### src/design/kbt_pkg.sv
// ----------------------------------------------------------------------------
// kbt_pkg
// Shared types and constants for the keyed block transposition block.
// ----------------------------------------------------------------------------
package kbt_pkg;

  localparam int MAX_KEY_LEN = 8;
  localparam int IDX_W       = $clog2(MAX_KEY_LEN);
  localparam int CNT_W       = $clog2(MAX_KEY_LEN + 1);
  localparam int KEY_W       = 8 * MAX_KEY_LEN;
  localparam int CFG_IDX_W   = 2;

  localparam logic [7:0] PAD_BYTE = 8'h23;

  localparam logic [CFG_IDX_W-1:0] CFG_DECRYPT_MODE = 2'd0;
  localparam logic [CFG_IDX_W-1:0] CFG_KEY_LENGTH   = 2'd1;
  localparam logic [CFG_IDX_W-1:0] CFG_KEY_CHARS    = 2'd2;

  typedef struct packed {
    logic [MAX_KEY_LEN-1:0][7:0] bytes;
    logic [CNT_W-1:0]            fill;
    logic [CNT_W-1:0]            len;
    logic                        decrypt;
  } block_t;

  typedef struct packed {
    logic [KEY_W-1:0] key_chars;
    logic [CNT_W-1:0] len;
    logic             decrypt;
  } key_cfg_t;

endpackage

### src/design/kbt_front.sv
// ----------------------------------------------------------------------------
// kbt_front
// Gathers incoming bytes into a block and hands full or final blocks on.
// ----------------------------------------------------------------------------
module kbt_front
  import kbt_pkg::*;
(
  input  logic     clk,
  input  logic     rst,
  input  key_cfg_t cfg,
  input  logic     in_valid,
  output logic     in_ready,
  input  logic [7:0] in_byte,
  input  logic     in_end,
  input  logic     q_full,
  output logic     q_push,
  output block_t   q_data
);

  logic [MAX_KEY_LEN-1:0][7:0] bytes;
  logic [MAX_KEY_LEN-1:0][7:0] bytes_next;
  logic [CNT_W-1:0]            fill_count;
  logic [CNT_W-1:0]            fill_inc;
  logic                        accept;
  logic                        flush;

  assign in_ready = !q_full;
  assign accept   = in_valid && in_ready;
  assign fill_inc = fill_count + CNT_W'(1);
  assign flush    = accept && ((fill_inc >= cfg.len) || in_end);

  always_comb begin
    bytes_next = bytes;
    bytes_next[fill_count[IDX_W-1:0]] = in_byte;
  end

  assign q_push          = flush;
  assign q_data.bytes    = bytes_next;
  assign q_data.fill     = (fill_inc < cfg.len) ? fill_inc : cfg.len;
  assign q_data.len      = cfg.len;
  assign q_data.decrypt  = cfg.decrypt;

  always_ff @(posedge clk) begin
    if (rst) begin
      fill_count <= '0;
    end else if (accept) begin
      fill_count <= flush ? '0 : fill_inc;
    end
  end

  always_ff @(posedge clk) begin
    if (accept) begin
      bytes <= bytes_next;
    end
  end

endmodule

### src/design/kbt_queue.sv
// ----------------------------------------------------------------------------
// kbt_queue
// Two-entry block queue between the gathering and emitting sides.
// ----------------------------------------------------------------------------
module kbt_queue
  import kbt_pkg::*;
(
  input  logic   clk,
  input  logic   rst,
  input  logic   push,
  input  block_t push_data,
  input  logic   pop,
  output logic   full,
  output logic   head_valid,
  output block_t head
);

  block_t     entries [2];
  logic       wr_ptr;
  logic       rd_ptr;
  logic [1:0] count;

  assign full       = (count == 2'd2);
  assign head_valid = (count != 2'd0);
  assign head       = entries[rd_ptr];

  always_ff @(posedge clk) begin
    if (rst) begin
      wr_ptr <= 1'b0;
      rd_ptr <= 1'b0;
      count  <= 2'd0;
    end else begin
      if (push) begin
        wr_ptr <= !wr_ptr;
      end
      if (pop) begin
        rd_ptr <= !rd_ptr;
      end
      if (push && !pop) begin
        count <= count + 2'd1;
      end else if (pop && !push) begin
        count <= count - 2'd1;
      end
    end
  end

  always_ff @(posedge clk) begin
    if (push) begin
      entries[wr_ptr] <= push_data;
    end
  end

endmodule

### src/design/kbt_back.sv
// ----------------------------------------------------------------------------
// kbt_back
// Ranks the key positions and emits the bytes of each queued block.
// ----------------------------------------------------------------------------
module kbt_back
  import kbt_pkg::*;
(
  input  logic       clk,
  input  logic       rst,
  input  key_cfg_t   cfg,
  input  logic       head_valid,
  input  block_t     head,
  output logic       pop,
  output logic       out_valid,
  input  logic       out_ready,
  output logic [7:0] out_byte,
  output logic       out_last
);

  logic [IDX_W-1:0]       rank      [MAX_KEY_LEN];
  logic [IDX_W-1:0]       order     [MAX_KEY_LEN];
  logic [IDX_W-1:0]       rank_next [MAX_KEY_LEN];
  logic [IDX_W-1:0]       order_next[MAX_KEY_LEN];
  logic [7:0]             sel_byte  [MAX_KEY_LEN];
  logic [MAX_KEY_LEN-1:0] emit_mask;
  logic [MAX_KEY_LEN-1:0] done;
  logic [MAX_KEY_LEN-1:0] remaining;
  logic [MAX_KEY_LEN-1:0] pick;
  logic [IDX_W-1:0]       pick_idx;
  logic                   pick_last;
  logic                   load;

  always_comb begin
    logic [CNT_W-1:0] cnt [MAX_KEY_LEN];
    logic [7:0]       kp;
    logic [7:0]       kq;
    for (int p = 0; p < MAX_KEY_LEN; p++) begin
      cnt[p] = '0;
      kp = cfg.key_chars[8*p +: 8];
      for (int q = 0; q < MAX_KEY_LEN; q++) begin
        kq = cfg.key_chars[8*q +: 8];
        if ((CNT_W'(q) < cfg.len) && ((kq < kp) || ((kq == kp) && (q < p)))) begin
          cnt[p] = cnt[p] + CNT_W'(1);
        end
      end
      rank_next[p] = cnt[p][IDX_W-1:0];
    end
    for (int r = 0; r < MAX_KEY_LEN; r++) begin
      order_next[r] = '0;
      for (int p = 0; p < MAX_KEY_LEN; p++) begin
        if ((CNT_W'(p) < cfg.len) && (cnt[p] == CNT_W'(r))) begin
          order_next[r] = order_next[r] | IDX_W'(p);
        end
      end
    end
  end

  always_ff @(posedge clk) begin
    rank  <= rank_next;
    order <= order_next;
  end

  always_comb begin
    logic [IDX_W-1:0] src;
    for (int j = 0; j < MAX_KEY_LEN; j++) begin
      src = head.decrypt ? rank[j] : order[j];
      sel_byte[j] = ({1'b0, src} < head.fill) ? head.bytes[src] : PAD_BYTE;
      emit_mask[j] = (CNT_W'(j) < head.len) && (!head.decrypt || (sel_byte[j] != PAD_BYTE));
    end
  end

  assign remaining = head_valid ? (emit_mask & ~done) : '0;

  always_comb begin
    pick_idx = '0;
    for (int j = MAX_KEY_LEN - 1; j >= 0; j--) begin
      if (remaining[j]) begin
        pick_idx = IDX_W'(j);
      end
    end
  end

  assign pick      = MAX_KEY_LEN'(1) << pick_idx;
  assign pick_last = ((remaining & ~pick) == '0);
  assign load      = !out_valid || out_ready;
  assign pop       = head_valid && ((remaining == '0) || (load && pick_last));

  always_ff @(posedge clk) begin
    if (rst) begin
      out_valid <= 1'b0;
      done      <= '0;
    end else begin
      if (out_ready) begin
        out_valid <= 1'b0;
      end
      if (pop) begin
        done <= '0;
      end else if (head_valid && load) begin
        done <= done | pick;
      end
      if (head_valid && load && (remaining != '0)) begin
        out_valid <= 1'b1;
      end
    end
  end

  always_ff @(posedge clk) begin
    if (head_valid && load && (remaining != '0)) begin
      out_byte <= sel_byte[pick_idx];
      out_last <= pick_last;
    end
  end

endmodule

### src/design/keyed_block_transposition_top.sv
// ----------------------------------------------------------------------------
// keyed_block_transposition_top
// Keyed block transposition cipher over a byte stream.
// ----------------------------------------------------------------------------
// Message bytes enter one per cycle and are gathered into blocks of the key
// length; a block is closed when it is full or when tlast marks the final
// byte. Closed blocks wait in a two-entry queue, and the emitting side sends
// one result per cycle, unless the output is stalled, from the block at its
// head: L results for an encrypted block of length L, and only the kept
// bytes for a decrypted block (a decrypted block of padding only gives no
// transfer). The input is stalled only while both queue entries are taken.
// The key ranking is recomputed in a register stage from the configuration
// registers, so it is ready by the first byte after a write.
module keyed_block_transposition_top
  import kbt_pkg::*;
(
  input  logic                 clk,
  input  logic                 rst,
  input  logic                 cfg_valid,
  output logic                 cfg_ready,
  input  logic [CFG_IDX_W-1:0] cfg_index,
  input  logic [KEY_W-1:0]     cfg_data,
  input  logic                 s_axis_tvalid,
  output logic                 s_axis_tready,
  input  logic [7:0]           s_axis_tdata,   // [7:0] data_byte
  input  logic                 s_axis_tlast,
  output logic                 m_axis_tvalid,
  input  logic                 m_axis_tready,
  output logic [7:0]           m_axis_tdata,   // [7:0] out_byte
  output logic                 m_axis_tlast
);

  logic             decrypt_mode;
  logic [3:0]       key_length;
  logic [KEY_W-1:0] key_chars;
  key_cfg_t         cfg;
  logic             q_full;
  logic             q_push;
  block_t           q_data;
  logic             q_pop;
  logic             q_head_valid;
  block_t           q_head;

  assign cfg_ready = 1'b1;

  always_ff @(posedge clk) begin
    if (rst) begin
      decrypt_mode <= 1'b0;
      key_length   <= 4'd1;
      key_chars    <= '0;
    end else if (cfg_valid) begin
      unique case (cfg_index)
        CFG_DECRYPT_MODE: decrypt_mode <= cfg_data[0];
        CFG_KEY_LENGTH:   key_length   <= cfg_data[3:0];
        CFG_KEY_CHARS:    key_chars    <= cfg_data;
        default: ;
      endcase
    end
  end

  assign cfg.key_chars = key_chars;
  assign cfg.decrypt   = decrypt_mode;
  assign cfg.len       = (key_length == 4'd0) ? CNT_W'(1) :
                         (key_length > 4'(MAX_KEY_LEN)) ? CNT_W'(MAX_KEY_LEN) :
                         CNT_W'(key_length);

  kbt_front u_front (
    .clk      (clk),
    .rst      (rst),
    .cfg      (cfg),
    .in_valid (s_axis_tvalid),
    .in_ready (s_axis_tready),
    .in_byte  (s_axis_tdata),
    .in_end   (s_axis_tlast),
    .q_full   (q_full),
    .q_push   (q_push),
    .q_data   (q_data)
  );

  kbt_queue u_queue (
    .clk        (clk),
    .rst        (rst),
    .push       (q_push),
    .push_data  (q_data),
    .pop        (q_pop),
    .full       (q_full),
    .head_valid (q_head_valid),
    .head       (q_head)
  );

  kbt_back u_back (
    .clk        (clk),
    .rst        (rst),
    .cfg        (cfg),
    .head_valid (q_head_valid),
    .head       (q_head),
    .pop        (q_pop),
    .out_valid  (m_axis_tvalid),
    .out_ready  (m_axis_tready),
    .out_byte   (m_axis_tdata),
    .out_last   (m_axis_tlast)
  );

endmodule
### config.mk
export PLATFORM = sky130hd
export DESIGN_NAME = keyed_block_transposition_top
export DESIGN_NICKNAME = d
export VERILOG_FILES = /design/src/design/kbt_pkg.sv /design/src/design/kbt_front.sv /design/src/design/kbt_queue.sv /design/src/design/kbt_back.sv /design/src/design/keyed_block_transposition_top.sv
export SDC_FILE = /design/constraint.sdc
export NUM_CORES = 1
export LEC_CHECK = 0
export BUFFER_PORTS_ARGS = -buffer_cell sky130_fd_sc_hd__buf_2
export CAP_MARGIN = 0
export CORE_MARGIN = 3
export CORE_UTILIZATION = 25
export CTS_BUF_LIST = sky130_fd_sc_hd__clkbuf_4
export DETAILED_ROUTE_END_ITERATION = 7
export GPL_TIMING_DRIVEN = 0
export PLACE_DENSITY_LB_ADDON = 0.2
export SETUP_SLACK_MARGIN = 0.2
export SYNTH_ARGS = -nofsm -noshare
export SYNTH_HDL_FRONTEND = slang
export SYNTH_SLANG_ARGS = --single-unit
### constraint.sdc
create_clock -name clk -period 7.65 [get_ports clk]
set_input_delay 1.53 -clock clk [delete_from_list [all_inputs] [get_ports clk]]
set_output_delay 1.53 -clock clk [all_outputs]
set_load 0.01 [all_outputs]
## Yosys cells after proc, flatten, opt, wreduce, memory -nomap -nowiden

Memories as Yosys holds them, arrays and structs flattened. A register that Yosys moved wholly into a read port is not among the register bits.
Cells that the tools add are included.

- Logic and storage cells: 681
- Output and inout port bits: 12
- Memories kept: 1
- Bits of input ports: 80
- Bits in registers: 207
- Bits in writable memories: 146

Memory list:

| memory | words | bits a word | read ports | clocked after memory_dff | write ports | RTL line | RTL |
|---|---|---|---|---|---|---|---|
| u_queue.entries | 2 | 73 | 1 | 1 | 1 | kbt_queue.sv:18 | `block_t entries [2];` |

- Muxes and demuxes: 155
- $lt $le $gt $ge: 102
- Bitwise operators: 6
- Reductions and logical operators: 218
- Shift-type cells: 1
- $add $sub $neg: 59
- Eq/ne operators: 88

Operators by type and width:

| operator | number |
|---|---|
| 8-bit less-than comparator | 64 |
| 8-bit == test | 28 |
| 8-bit binary-select mux with 3-bit select | 9 |
| 4-bit 2-to-1 mux | 53 |
| 4-bit by 1-bit adder with 4-bit output (second input constant) | 50 |
| 8-bit 2-to-1 mux | 20 |
| 1-bit logical AND | 137 |
| 4-bit by 3-bit == test with 1-bit output (second input constant) | 28 |
| 3-bit 2-to-1 mux | 23 |
| 64-bit bitwise mux | 1 |
| 8-bit by 6-bit inequality test with 1-bit output (second input constant) | 8 |
| 4-bit by 2-bit == test with 1-bit output (second input constant) | 14 |
| 1-bit logical OR | 39 |
| 3-bit by 4-bit less-than comparator with 1-bit output (second input constant) | 9 |
| 2-bit 2-to-1 mux | 18 |
| 4-bit logical NOT | 8 |
| 3-bit by 4-bit less-than comparator with 1-bit output | 8 |
| 3-bit by 4-bit less-than comparator with 1-bit output (first input constant) | 8 |
| 4-bit OR reduction | 8 |
| 1-bit 2-to-1 mux | 30 |
| 4-bit by 1-bit == test with 1-bit output (second input constant) | 7 |
| 8-bit demux with 3-bit select | 1 |
| 3-bit by 1-bit adder with 3-bit output (second input constant) | 6 |
| 2-bit OR reduction | 9 |
| other kinds (23) | 43 |

## Longest topological paths before layout

Gate-level depths: netlist (run 1).

- Word-level depth: 27
- Mapped depth: 32
- Gate-level depth less buffers: 32

## Hierarchy

Synthesis (run 1) repeated with hierarchy kept, for this count alone.

- Cells, all modules: 3074
- Area total of the unflattened synthesis: 30440.4 um2

Modules (own cells, without submodules):

| module | sequential area each (um2) | area each (um2) | instances | cells each |
|---|---|---|---|---|
| kbt_back | 1411.4 | 18572.8 | 1 | 2328 |
| kbt_queue | 4484.3 | 5502.8 | 1 | 249 |
| kbt_front | 2001.9 | 3260.6 | 1 | 194 |
| keyed_block_transposition_top | 1381.3 | 3104.2 | 1 | 303 |

## Worst setup path before layout (run 1)

No wires, ideal clock.

- Kind: input to register
- Start point: input s_axis_tvalid
- End point: memory u_queue.entries[0][0] (netlist name), enable pin
- Setup slack: 0.817 ns
- Required time: 7.144 ns
- Stages on the path: 4
- Arrival time: 6.327 ns
- Buffers on the path: 0
- Cell sequence: nand2_1 -> inv_1 -> nand2_1 -> nor2_1

- Longest elaborated chain between the ends: 4

RTL lines:

| element | RTL line | RTL |
|---|---|---|
| from (decl) | keyed_block_transposition_top.sv:23 | `input logic s_axis_tvalid,` |
| 1-bit logical AND | kbt_front.sv:28 | `assign accept = in_valid && in_ready;` |
| via u_front.accept | kbt_front.sv:24 | `logic accept;` |
| 1-bit logical AND | kbt_front.sv:30 | `assign flush = accept && ((fill_inc >= cfg.len) \|\| in_end);` |
| 1-bit 2-to-1 mux | kbt_queue.sv:48 | `if (push) begin` |
| 1-bit 2-to-1 mux (implied by the code) | kbt_queue.sv:49 | `entries[wr_ptr] <= push_data;` |
| to (decl) | kbt_queue.sv:18 |  |

The timed path passes the listed nets, and every way through them passes these cells.

==> results of run 1 <==
-- cells in the mapped netlist (all sizes together), types with 22 or more instances --
master	number	share of area, %
and3	24	0.52
nand3	67	1.2
dfxtp	135	9.3
xor2	25	0.76
o21a	43	1.1
o21ai	125	2.2
edfxtp	219	23
nor3	34	0.74
nand2b	38	0.82
mux2i	291	10
a211oi	38	0.99
mux4	22	1.7
a21oi	177	3.1
ha	294	13
clkbuf	46	0.60
and2	29	0.63
nand4	50	1.1
a21o	69	1.8
nor2	196	2.5
inv	157	2.0
nand2	328	4.3
o211ai	35	0.91
xnor2	41	1.2
buf	64	1.4
nor2b	43	0.93
mux2	158	6.2
-- final timing paths --
path                           end  slack (ps)  cells after the start
setup / recovery  u_queue.count[1]         390                     18
hold / removal       key_chars[29]         480                      2
setup reg to reg  u_queue.count[1]         390                     18
hold reg to reg      key_chars[29]         480                      2
-- per-layer routing --
metal / share of wire (%) / track usage [%] / up-vias / wire length (um)
li1: - / - / 11700 / -
met1: 47 / 25.2 / 11800 / 52300
met2: 44 / 28.3 / 853 / 48700
met3: 5.9 / 2.96 / 183 / 6610
met4: 3.4 / 6.29 / 2 / 3740
met5: 0.015 / 0 / - / 17
-- registers in the layout (all words and copies together) (netlist names), named ones only --
register	count
u_queue.wr_ptr	1
u_queue.count	2
u_back.out_valid	1
key_length	4
u_front.bytes	64
key_chars	64
u_back.order	24
u_back.out_last	1
u_back.rank	24
u_queue.entries	146
u_front.fill_count	4
u_back.done	8
decrypt_mode	1
u_back.out_byte	8
u_queue.rd_ptr	1
-- final cells by class --
cell class	count	share of cell area, %
antenna	5	0.0381
buffer	109	1.78
clock buffer	148	3.38
timing repair buffer	100	1.92
sequential	354	28.2
inverter	158	1.81
clock inverter	36	0.643
tap	1512	5.76
multi-input combinational	2386	56.4
-- cells in the final DEF (no fill, tap or decap), drive strengths merged, types with 135 or more instances in the layout --
cell	Yosys	routed
a21oi	177	177
buf	64	162
clkbuf	46	195
dfxtp	135	135
edfxtp	219	219
ha	294	294
inv	157	161
mux2	158	158
mux2i	291	291
nand2	328	328
nor2	196	196
-- per-stage QoR --
stage	cells	setup TNS, ps	hold slack (ps)	util [%]	power (mW)
4_1_cts	4803	0	488	28.7	9.70
2_1_floorplan	3008	0	425	-	5.99
6_report	4808	0	484	28.7	9.73
5_1_grt	4807	0	507	28.7	10.3
3_3_place_gp	4609	-432780	466	27.3	7.80
3_5_place_dp	4620	-1430	479	27.5	7.81
-- power groups by stage --
stage / clock network, mW / registers (mW) / logic, mW
after floorplan: 0 / 2.53 / 3.46
after global placement: 0 / 2.58 / 5.23
after detailed placement: 0 / 2.56 / 5.25
after CTS: 1.91 / 2.51 / 5.28
after global routing: 2.01 / 2.53 / 5.75
final: 1.83 / 2.51 / 5.39
-- critical path: cells and delay by family, from the launching register on --
kind                       cells  cell delay [ps]
AOI/OAI and AO/OA              7             2650
adders and majority gates      1              380
buffers and inverters          4             1150
DFF                            1              320
muxes                          1              980
and+or+nand+nor                5             1740
-- cell families (layout without fill, tap and decap cells) --
family | Yosys count | in the layout | share of synthesized area [%]
XOR/XNOR | 78 | 78 | 2.95
other | 1 | 6 | 0.0130
flip-flops | 354 | 354 | 32.1
multiplexers | 471 | 471 | 18.4
adder cells (fa/ha/maj) | 294 | 294 | 12.7
buffers and inverters | 268 | 551 | 4.07
AO/OA/AOI/OAI | 660 | 660 | 15.1
AND/OR/NAND/NOR | 882 | 882 | 14.6
-- timing repair --
| action | in CTS | in global routing |
|---|---|---|
| gates resized for setup | 3 | 16 |
| hold endpoints to repair | 0 | 0 |
| endpoints found under the setup margin | 32 | 23 |
| buffers inserted | 0 | 0 |
| pin swaps | 0 | 0 |
| cloned | 0 | 0 |
| hold buffers | 0 | 0 |
==> run_results.csv, run 1 <==
group,metric,value,unit
outcome,status,"complete, no violations",
pwr,internal_power,5.25,mW
setup_path,arrival,8170,ps
sta,post-route-min-period,7260,ps
yosys,synth_ff_type,"edfxtp_1",
sta,rsz0062_at_grt,"no",
yosys,synth_area,28900,um^2
setup_path,cp-end-kind,"flip-flop",
yosys,ys.warnings.count,0,
pwr,leakage,13.1,nW
sta,setup_ws,390,ps
drt,dr.pass1.iters,8,
placement,place_area,31500,um^2
drt,ant_nets,0,
sta,slew_headroom,4.75,%
yosys,synth_edf_count,219,
yosys,async_flop_share,0,%
clock_network,clk_pin_slew_worst_paths,60,ps
yosys,synth_cell_types,97,
sta,finalCritPeriodShare,94.9,%
pwr,swShare,46.1,%
pwr,seq_power_share,25.8,%
yosys,ys_seq_area_share,32.1,%
setup_path,crit_fanout,10,
cells_and_area,register_area,9280,um^2
sta,setup_viol,0,
yosys,syn_nets,3382,
pwr,power_frac_comb,55.4,%
placement,dp_hpwl,86100,um
clock_network,htreeDepth,3,
drt,wl_per_cell,23.2,um
cells_and_area,fin_area,32900,um^2
die,ioPinCount,92,
pwr,vdd_drop_max,0.154,mV
die,die-area,120000,um^2
clock_network,clock-root-buffer,"clkbuf_4",
yosys,synth-seq-cells,354,
clock_network,cts_tree,"built",
setup_path,worstPathRequired,8560,ps
clock_network,clock_path_buffers,3,
placement,portBuffers,89,
setup_path,crit_slowest_cell,"o41ai_1",
pwr,p_clk_share,18.8,%
clock_network,clock_latency,1000,ps
setup_path,worstPathCellList,"buf_6 -> buf_2 -> buf_2 -> mux2i_1 -> a2111oi_0 -> o41ai_1 -> and2_1 -> o2111ai_1 -> a2bb2oi_1 -> or3b_4 -> a221o_1 -> a31o_1 -> and3_1 -> buf_6 -> nor2_1 -> ha_1 -> or3_1 -> a21oi_1",
cells_and_area,layout-drive-gt1-share,17.7,%
pwr,switching_power,4.48,mW
global_route,antenna_found_initial,6,
drt,vias,24600,
setup_path,worst_setup_path_start_kind,"flip-flop",
global_route,grt_max_degree,40,
drt,drc,0,
sta,skew,153,ps
sta,hold_viol_final,0,
die,coreArea,115000,um^2
yosys,syn_inst,3008,
min_path,hold_path_class,"flip-flop to flip-flop",
die,die_h,346,um
placement,gp_congestion,0.965,
setup_path,cpPeakStageDelay,1030,ps
global_route,grt_pass1_wl,162000,um
sta,drv_slew,0,
drt,drt-total-wl,111000,um
sta,fmax,138,MHz
drt,drt-vias-per-instance,5.11,
die,start_util,25.3,%
sta,worst_pin_slew,1410,ps
global_route,grt_pass1_vias,23500,
clock_network,clkSinkCount,354,
placement,pre_cts_slack,-678,ps
die,num_rows,124,
cells_and_area,fillers,12300,
yosys,syn_area_per_cell,9.61,um^2
cells_and_area,multiInputGateArea,18600,um^2
cells_and_area,nNetsFinal,3583,
min_path,worst_hold_startpoint,"key_chars[29]",
global_route,grtUsageTotal,18.1,%
pwr,powerDensity,296,nW/um^2
drt,initialDrtViolationCount,1862,
die,die_x,346,um
clock_network,cts_buffers,100,
setup_path,crit_type,"flip-flop to flip-flop",
run,drv_cap,0,
cells_and_area,area.growth.synth_to_final,13.7,%
global_route,grt_remaining_overflow,0,
No activity file was read; power rests on OpenSTA's default activity.
==> inputs of run 2 (changes only) <==
--- a/config.mk
+++ b/config.mk
@@ -5,7 +5,7 @@
 export SDC_FILE = /design/constraint.sdc
 export NUM_CORES = 1
 export LEC_CHECK = 0
-export BUFFER_PORTS_ARGS = -buffer_cell sky130_fd_sc_hd__buf_2
+export BUFFER_PORTS_ARGS = -buffer_cell sky130_fd_sc_hd__buf_4
 export CAP_MARGIN = 0
 export CORE_MARGIN = 3
 export CORE_UTILIZATION = 25
==> run 2 against run 1 <==
Net effect:
- worst hold slack got worse by 4.2 ps
- sequential cell count did not move
- first-iteration DRC count is 10% higher
- register-to-register slack gained 80 ps
- critical path type unchanged
- largest cell class unchanged
- cell area increased by 0.49%
- cell count about the same
- via count shrank 0.38%
==> run_results.csv, run 2 (synthesis gave the netlist of run 1 again) <==
group,metric,value,unit
outcome,status,"complete, no violations",
setup_path,crit_path_frequent_cell,"ha_1",
cells_and_area,instances_no_fill,4805,
global_route,grt_max_degree,61,
min_path,worst_hold_startpoint,"key_chars[27]",
clock_network,clock_latency,980,ps
global_route,grtUsageTotal,17.7,%
clock_network,clock-root-buffer,"clkbuf_4",
cells_and_area,area.growth.synth_to_final,14.2,%
setup_path,cp-end-kind,"flip-flop",
setup_path,crit_slowest_cell,"or4_1",
sta,finalSetupTns,0,ps
setup_path,rr_worst_depth,28,
setup_path,worstPathRequired,8440,ps
sta,finalCritPeriodShare,93.9,%
setup_path,crit_path_start,"key_chars[1]",
pwr,powerDensity,292,nW/um^2
drt,drt-total-wl,110000,um
sta,rsz0062_at_grt,"yes",
clock_network,clkSinkCount,354,
clock_network,cts_setup_buffers,0,
setup_path,crit_fanout,6,
global_route,grt_pass1_wl,158000,um
cells_and_area,biggestRegsByFlops,"u_queue.entries: 146 flops, key_chars: 64 flops, u_front.bytes: 64 flops",
clock_network,clk_pin_slew_worst_paths,70,ps
run,drv_cap,0,
cells_and_area,final_cell_mix,"nand2_1, ha_1, mux2i_1",
global_route,grt_pass1_vias,23400,
setup_path,path_buf_inv,2,
cells_and_area,largest_register_ffs,146,
drt,initialDrtViolationCount,2049,
drt,vias,24500,
placement,dp_hpwl,85500,um
pwr,leakage,13.2,nW
placement,gp_congestion,0.970,
clock_network,cts_tree,"built",
cells_and_area,largest-register,"u_queue.entries",
setup_path,r2r-start,"key_chars[1]",
sta,worst_pin_slew,1360,ps
cells_and_area,fin_util,28.8,%
pwr,vdd_drop_max,0.158,mV
placement,dpl.cell_count,4620,
die,die_h,346,um
cells_and_area,layout-drive-gt1-share,17.7,%
die,start_util,25.3,%
setup_path,cpPeakStageDelay,570,ps
clock_network,cts_buffers,98,
global_route,grt_remaining_overflow,0,
cells_and_area,mostFrequentLayoutCell,"nand2_1",
sta,slew_headroom,8.76,%
placement,place_area,31700,um^2
setup_path,worst_setup_path_start_kind,"flip-flop",
die,ioPinCount,92,
min_path,holdPathStages,2,
sta,skew,142,ps
die,num_rows,124,
setup_path,cp.depth,28,
drt,dr.pass1.iters,6,
drt,wl_per_cell,22.8,um
die,die-area,120000,um^2
min_path,hold_path_class,"flip-flop to flip-flop",
drt,drt-vias-per-instance,5.09,
die,coreArea,115000,um^2
sta,hold_viol_final,0,
clock_network,htreeDepth,3,
cells_and_area,nNetsFinal,3581,
setup_path,crit_type,"flip-flop to flip-flop",
drt,drc,0,
setup_path,critical_path.top_delay_family,"compound AO/OA/AOI/OAI gates",
placement,portBuffers,89,
drt,ant_nets,0,
pwr,totalPowerFinal,9.64,mW
sta,post-route-min-period,7180,ps
sta,setup_viol,0,
clock_network,clock_path_buffers,3,
cells_and_area,fin_area,33000,um^2
sta,drv_slew,0,
global_route,antenna_found_initial,7,
sta,fmax,139,MHz
die,die_x,346,um
setup_path,arrival,7970,ps
==> run 2: layout make-up <==
class | count | area, um^2
tap | 1512 | 1890
sequential | 354 | 9280
buffer | 109 | 584
clock buffer | 152 | 1140
multi-input combinational | 2386 | 18500
fill | 12300 | 81500
clock inverter | 25 | 134
timing repair buffer | 100 | 842
antenna | 9 | 22.5
inverter | 158 | 596
==> run 2: path summary, 6_finish.rpt <==
check / to / slack [ps]
max reg2reg: u_back.order[6] / 470
min reg2reg: key_chars[27] / 480
min: key_chars[27] / 480
max: u_back.order[6] / 470
==> run 2: metrics by stage <==
stage / hold WS, ps / setup WS [ps]
finish: 480 / 468
global placement: 466 / -2980
CTS: 482 / 241
global route: 501 / 112
detailed placement: 473 / -546
floorplan: 425 / 817
==> run 2: worst reg2reg max path: cells and delay by family, from the launching register on <==
family / cells / cell delay (ps)
adders and majority gates: 6 / 1920
AOI/OAI and AO/OA: 7 / 2240
and+or+nand+nor: 13 / 2070
buffers and inverters: 2 / 280
DFF: 1 / 550
==> run 2: power by group <==
group / leakage, nW / internal [mW] / switching (mW) / total (mW)
logic: 9.23 / 1.96 / 3.43 / 5.39
clock network: 0.767 / 0.909 / 0.836 / 1.75
registers: 3.17 / 2.39 / 0.125 / 2.51
==> run 2: routing by layer <==
| metal | vias to the layer above | share of wire [%] | track usage [%] |
|---|---|---|---|
| li1 | 11700 | - | - |
| met1 | 11800 | 47 | 24.8 |
| met2 | 848 | 44 | 27.6 |
| met3 | 149 | 6.0 | 2.92 |
| met4 | 2 | 3.2 | 6.18 |
| met5 | - | 0.012 | 0 |
==> run 2: timing repair <==
action                     4_1_cts  5_1_grt
gates resized for setup          3       11
setup endpoints to repair       25       13
hold buffers                     0        0
pin swaps                        0        0
==> inputs of run 3 (changes only) <==
==> constraint.sdc (replaced) <==
create_clock -name clk -period 6.66 [get_ports clk]
set_input_delay 1.332 -clock clk [delete_from_list [all_inputs] [get_ports clk]]
set_output_delay 1.332 -clock clk [all_outputs]
set_load 0.01 [all_outputs]
==> run 3 against run 2 <==
Net effect:
- worst hold slack hardly changed
- largest power group unchanged
- critical endpoint is now u_queue.count[1]
- global-route usage is essentially flat
- fmax is 15% higher
- non-clock buffer count is 15 higher
- via count is 0.23% higher
- cell count rose by 0.27%
- clock-buffer cell count is the same
- critical path depth fell by 7
==> run_results.csv, run 3 (synthesis gave the netlist of run 1 again) <==
group,metric,value,unit
clock_network,postCtsHoldBufs,0,
cells_and_area,mostFrequentLayoutCell,"nand2_1",
setup_path,crit_slowest_cell,"mux2i_2",
setup_path,arrival,7040,ps
global_route,grt_pass1_wl,159000,um
global_route,global_route.usage.met1,24.8,%
setup_path,cpPeakStageDelay,650,ps
drt,wl_per_cell,22.8,um
global_route,use_met3,2.96,%
clock_network,clkSinkCount,354,
global_route,antenna_found_initial,6,
drt,initialDrtViolationCount,2137,
drt,drt-total-wl,110000,um
die,coreArea,115000,um^2
drt,drt-vias-per-instance,5.09,
outcome,status,"complete, no violations",
global_route,grt_max_degree,61,
sta,fmax,160,MHz
min_path,min_to,"key_chars[27]",
clock_network,clock_path_buffers,3,
clock_network,clk_pin_slew_worst_paths,60,ps
sta,skew,146,ps
pwr,internal_power,6.18,mW
cells_and_area,fin_util,29.4,%
setup_path,worst_setup_path_start_kind,"flip-flop",
global_route,grtUsageTotal,17.8,%
clock_network,clock_latency,980,ps
sta,slew_headroom,8.88,%
min_path,worst_hold_startpoint,"key_chars[27]",
die,ioPinCount,92,
clock_network,cts_buffers,98,
setup_path,r2r-end,"u_queue.count[1]",
pwr,p_clk_share,17.7,%
sta,drv_slew,0,
placement,portBuffers,89,
pwr,power_frac_comb,56.8,%
drt,dr.pass1.iters,5,
global_route,grt_remaining_overflow,0,
sta,setup_viol,0,
die,die-area,120000,um^2
drt,vias,24500,
clock_network,htreeDepth,3,
sta,post-route-min-period,6240,ps
sta,worst_pin_slew,1330,ps
die,num_rows,124,
pwr,seq_power_share,25.5,%
setup_path,cp-end-kind,"flip-flop",
pwr,switching_power,5.17,mW
min_path,hold_path_class,"flip-flop to flip-flop",
drt,drc,0,
global_route,grt_pass1_vias,23400,
cells_and_area,nNetsFinal,3596,
cells_and_area,area.growth.synth_to_final,16.5,%
run,drv_cap,0,
min_path,holdPathStages,2,
setup_path,crit_fanout,10,
setup_path,worstPathRequired,7460,ps
setup_path,critical_path.top_delay_family,"multiplexers",
setup_path,path_buf_inv,6,
clock_network,cts_tree,"built",
cells_and_area,layout-drive-gt1-share,20.2,%
die,die_h,346,um
placement,gp_congestion,0.970,
sta,finalSetupTns,0,ps
drt,ant_nets,0,
die,die_x,346,um
pwr,swShare,45.5,%
sta,rsz0062_at_grt,"yes",
setup_path,crit_type,"flip-flop to flip-flop",
setup_path,rr_worst_depth,21,
pwr,powerDensity,337,nW/um^2
cells_and_area,largest_register_ffs,146,
placement,dp_hpwl,85500,um
cells_and_area,biggestRegsByFlops,"u_queue.entries: 146 flops, key_chars: 64 flops, u_front.bytes: 64 flops",
clock_network,clock-root-buffer,"clkbuf_4",
pwr,leakage,13.3,nW
sta,finalCritPeriodShare,93.7,%
sta,hold_viol_final,0,
pwr,vdd_drop_max,0.179,mV
cells_and_area,final_cell_mix,"nand2_1, ha_1, mux2i_1",
setup_path,reg2reg_setup_slack,420,ps
cells_and_area,largest-register,"u_queue.entries",
setup_path,worstPathCellList,"buf_6 -> mux2_4 -> buf_12 -> buf_8 -> mux2i_2 -> buf_4 -> mux2i_1 -> nor4bb_1 -> nand2_1 -> a311o_1 -> a22oi_1 -> a221oi_4 -> buf_4 -> a31oi_1 -> o31ai_2 -> and3_1 -> buf_6 -> nor2_4 -> ha_1 -> or3_1 -> a21oi_1",
die,start_util,25.3,%
global_route,use_met2,27.6,%
global_route,busiest_layer,"met2",
[run 3: changes by cell type in the layout (fill, tap and decap cells not counted), sizes merged]
cell,previous run,this run
diode,9,7
clkbuf,199,200
buf,162,176
[run 3: worst max-delay path by stage]
| stage | to | slack, ps | depth (start not counted) |
|---|---|---|---|
| floorplan | u_queue.entries[0][0] | 30 | 4 |
| detailed placement | u_queue.count[1] | -1540 | 22 |
| global placement | u_queue.entries[1][67] | -3770 | 5 |
| finish | u_queue.count[1] | 420 | 21 |
| CTS | u_queue.count[1] | 150 | 19 |
| global route | u_queue.count[1] | 180 | 20 |
[run 3: what timing repair did]
action,CTS,global route
gates cloned,0,0
endpoints found under the hold margin,0,0
pin swaps,1,5
buffers inserted,3,11
endpoints found under the setup margin,59,29
resized for setup,62,76
[run 3: final cells by class]
| type | instances | area, um^2 |
|---|---|---|
| fill | 12200 | 80800 |
| timing repair buffer | 114 | 975 |
| inverter | 158 | 597 |
| sequential | 354 | 9300 |
| antenna | 7 | 17.5 |
| multi-input combinational | 2386 | 19000 |
| buffer | 110 | 611 |
| tap | 1512 | 1890 |
| clock inverter | 25 | 134 |
| clock buffer | 152 | 1140 |
[run 3: layer usage]
layer,wire (um),up-vias
li1,-,11700
met1,51800,11800
met2,48100,846
met3,6350,163
met4,3830,2
met5,13,-
[run 3: worst reg2reg max path: stages, from the launching register on]
cell and delay, ps:
dfxtp_1 320, buf_6 190, mux2_4 400, buf_12 200, buf_8 180, mux2i_2 660
buf_4 390, mux2i_1 550, nor4bb_1 330, nand2_1 110, a311o_1 400, a22oi_1 340
a221oi_4 140, buf_4 250, a31oi_1 220, o31ai_2 130, and3_1 210, buf_6 150
nor2_4 200, ha_1 310, or3_1 350, a21oi_1 140
[run 3: power by group through the flow]
stage	Sequential [mW]	Combinational, mW	Clock (mW)
final	2.89	6.45	2.01
after global routing	2.93	6.88	2.21
after CTS	2.89	6.17	2.10
after detailed placement	2.93	6.04	0
after global placement	2.96	6.02	0
after floorplan	2.90	3.97	0
[run 3: per-stage QoR]
step	area (um^2)	hold WS, ps	std cells	worst slack [ps]	total power, mW
final	33700	480	4818	422	11.4
after global routing	33700	501	4816	179	12.0
after CTS	33200	482	4800	149	11.2
after detailed placement	31700	473	4620	-1540	8.98
after global placement	31500	466	4609	-3770	8.98
after floorplan	28900	425	3008	25.0	6.88
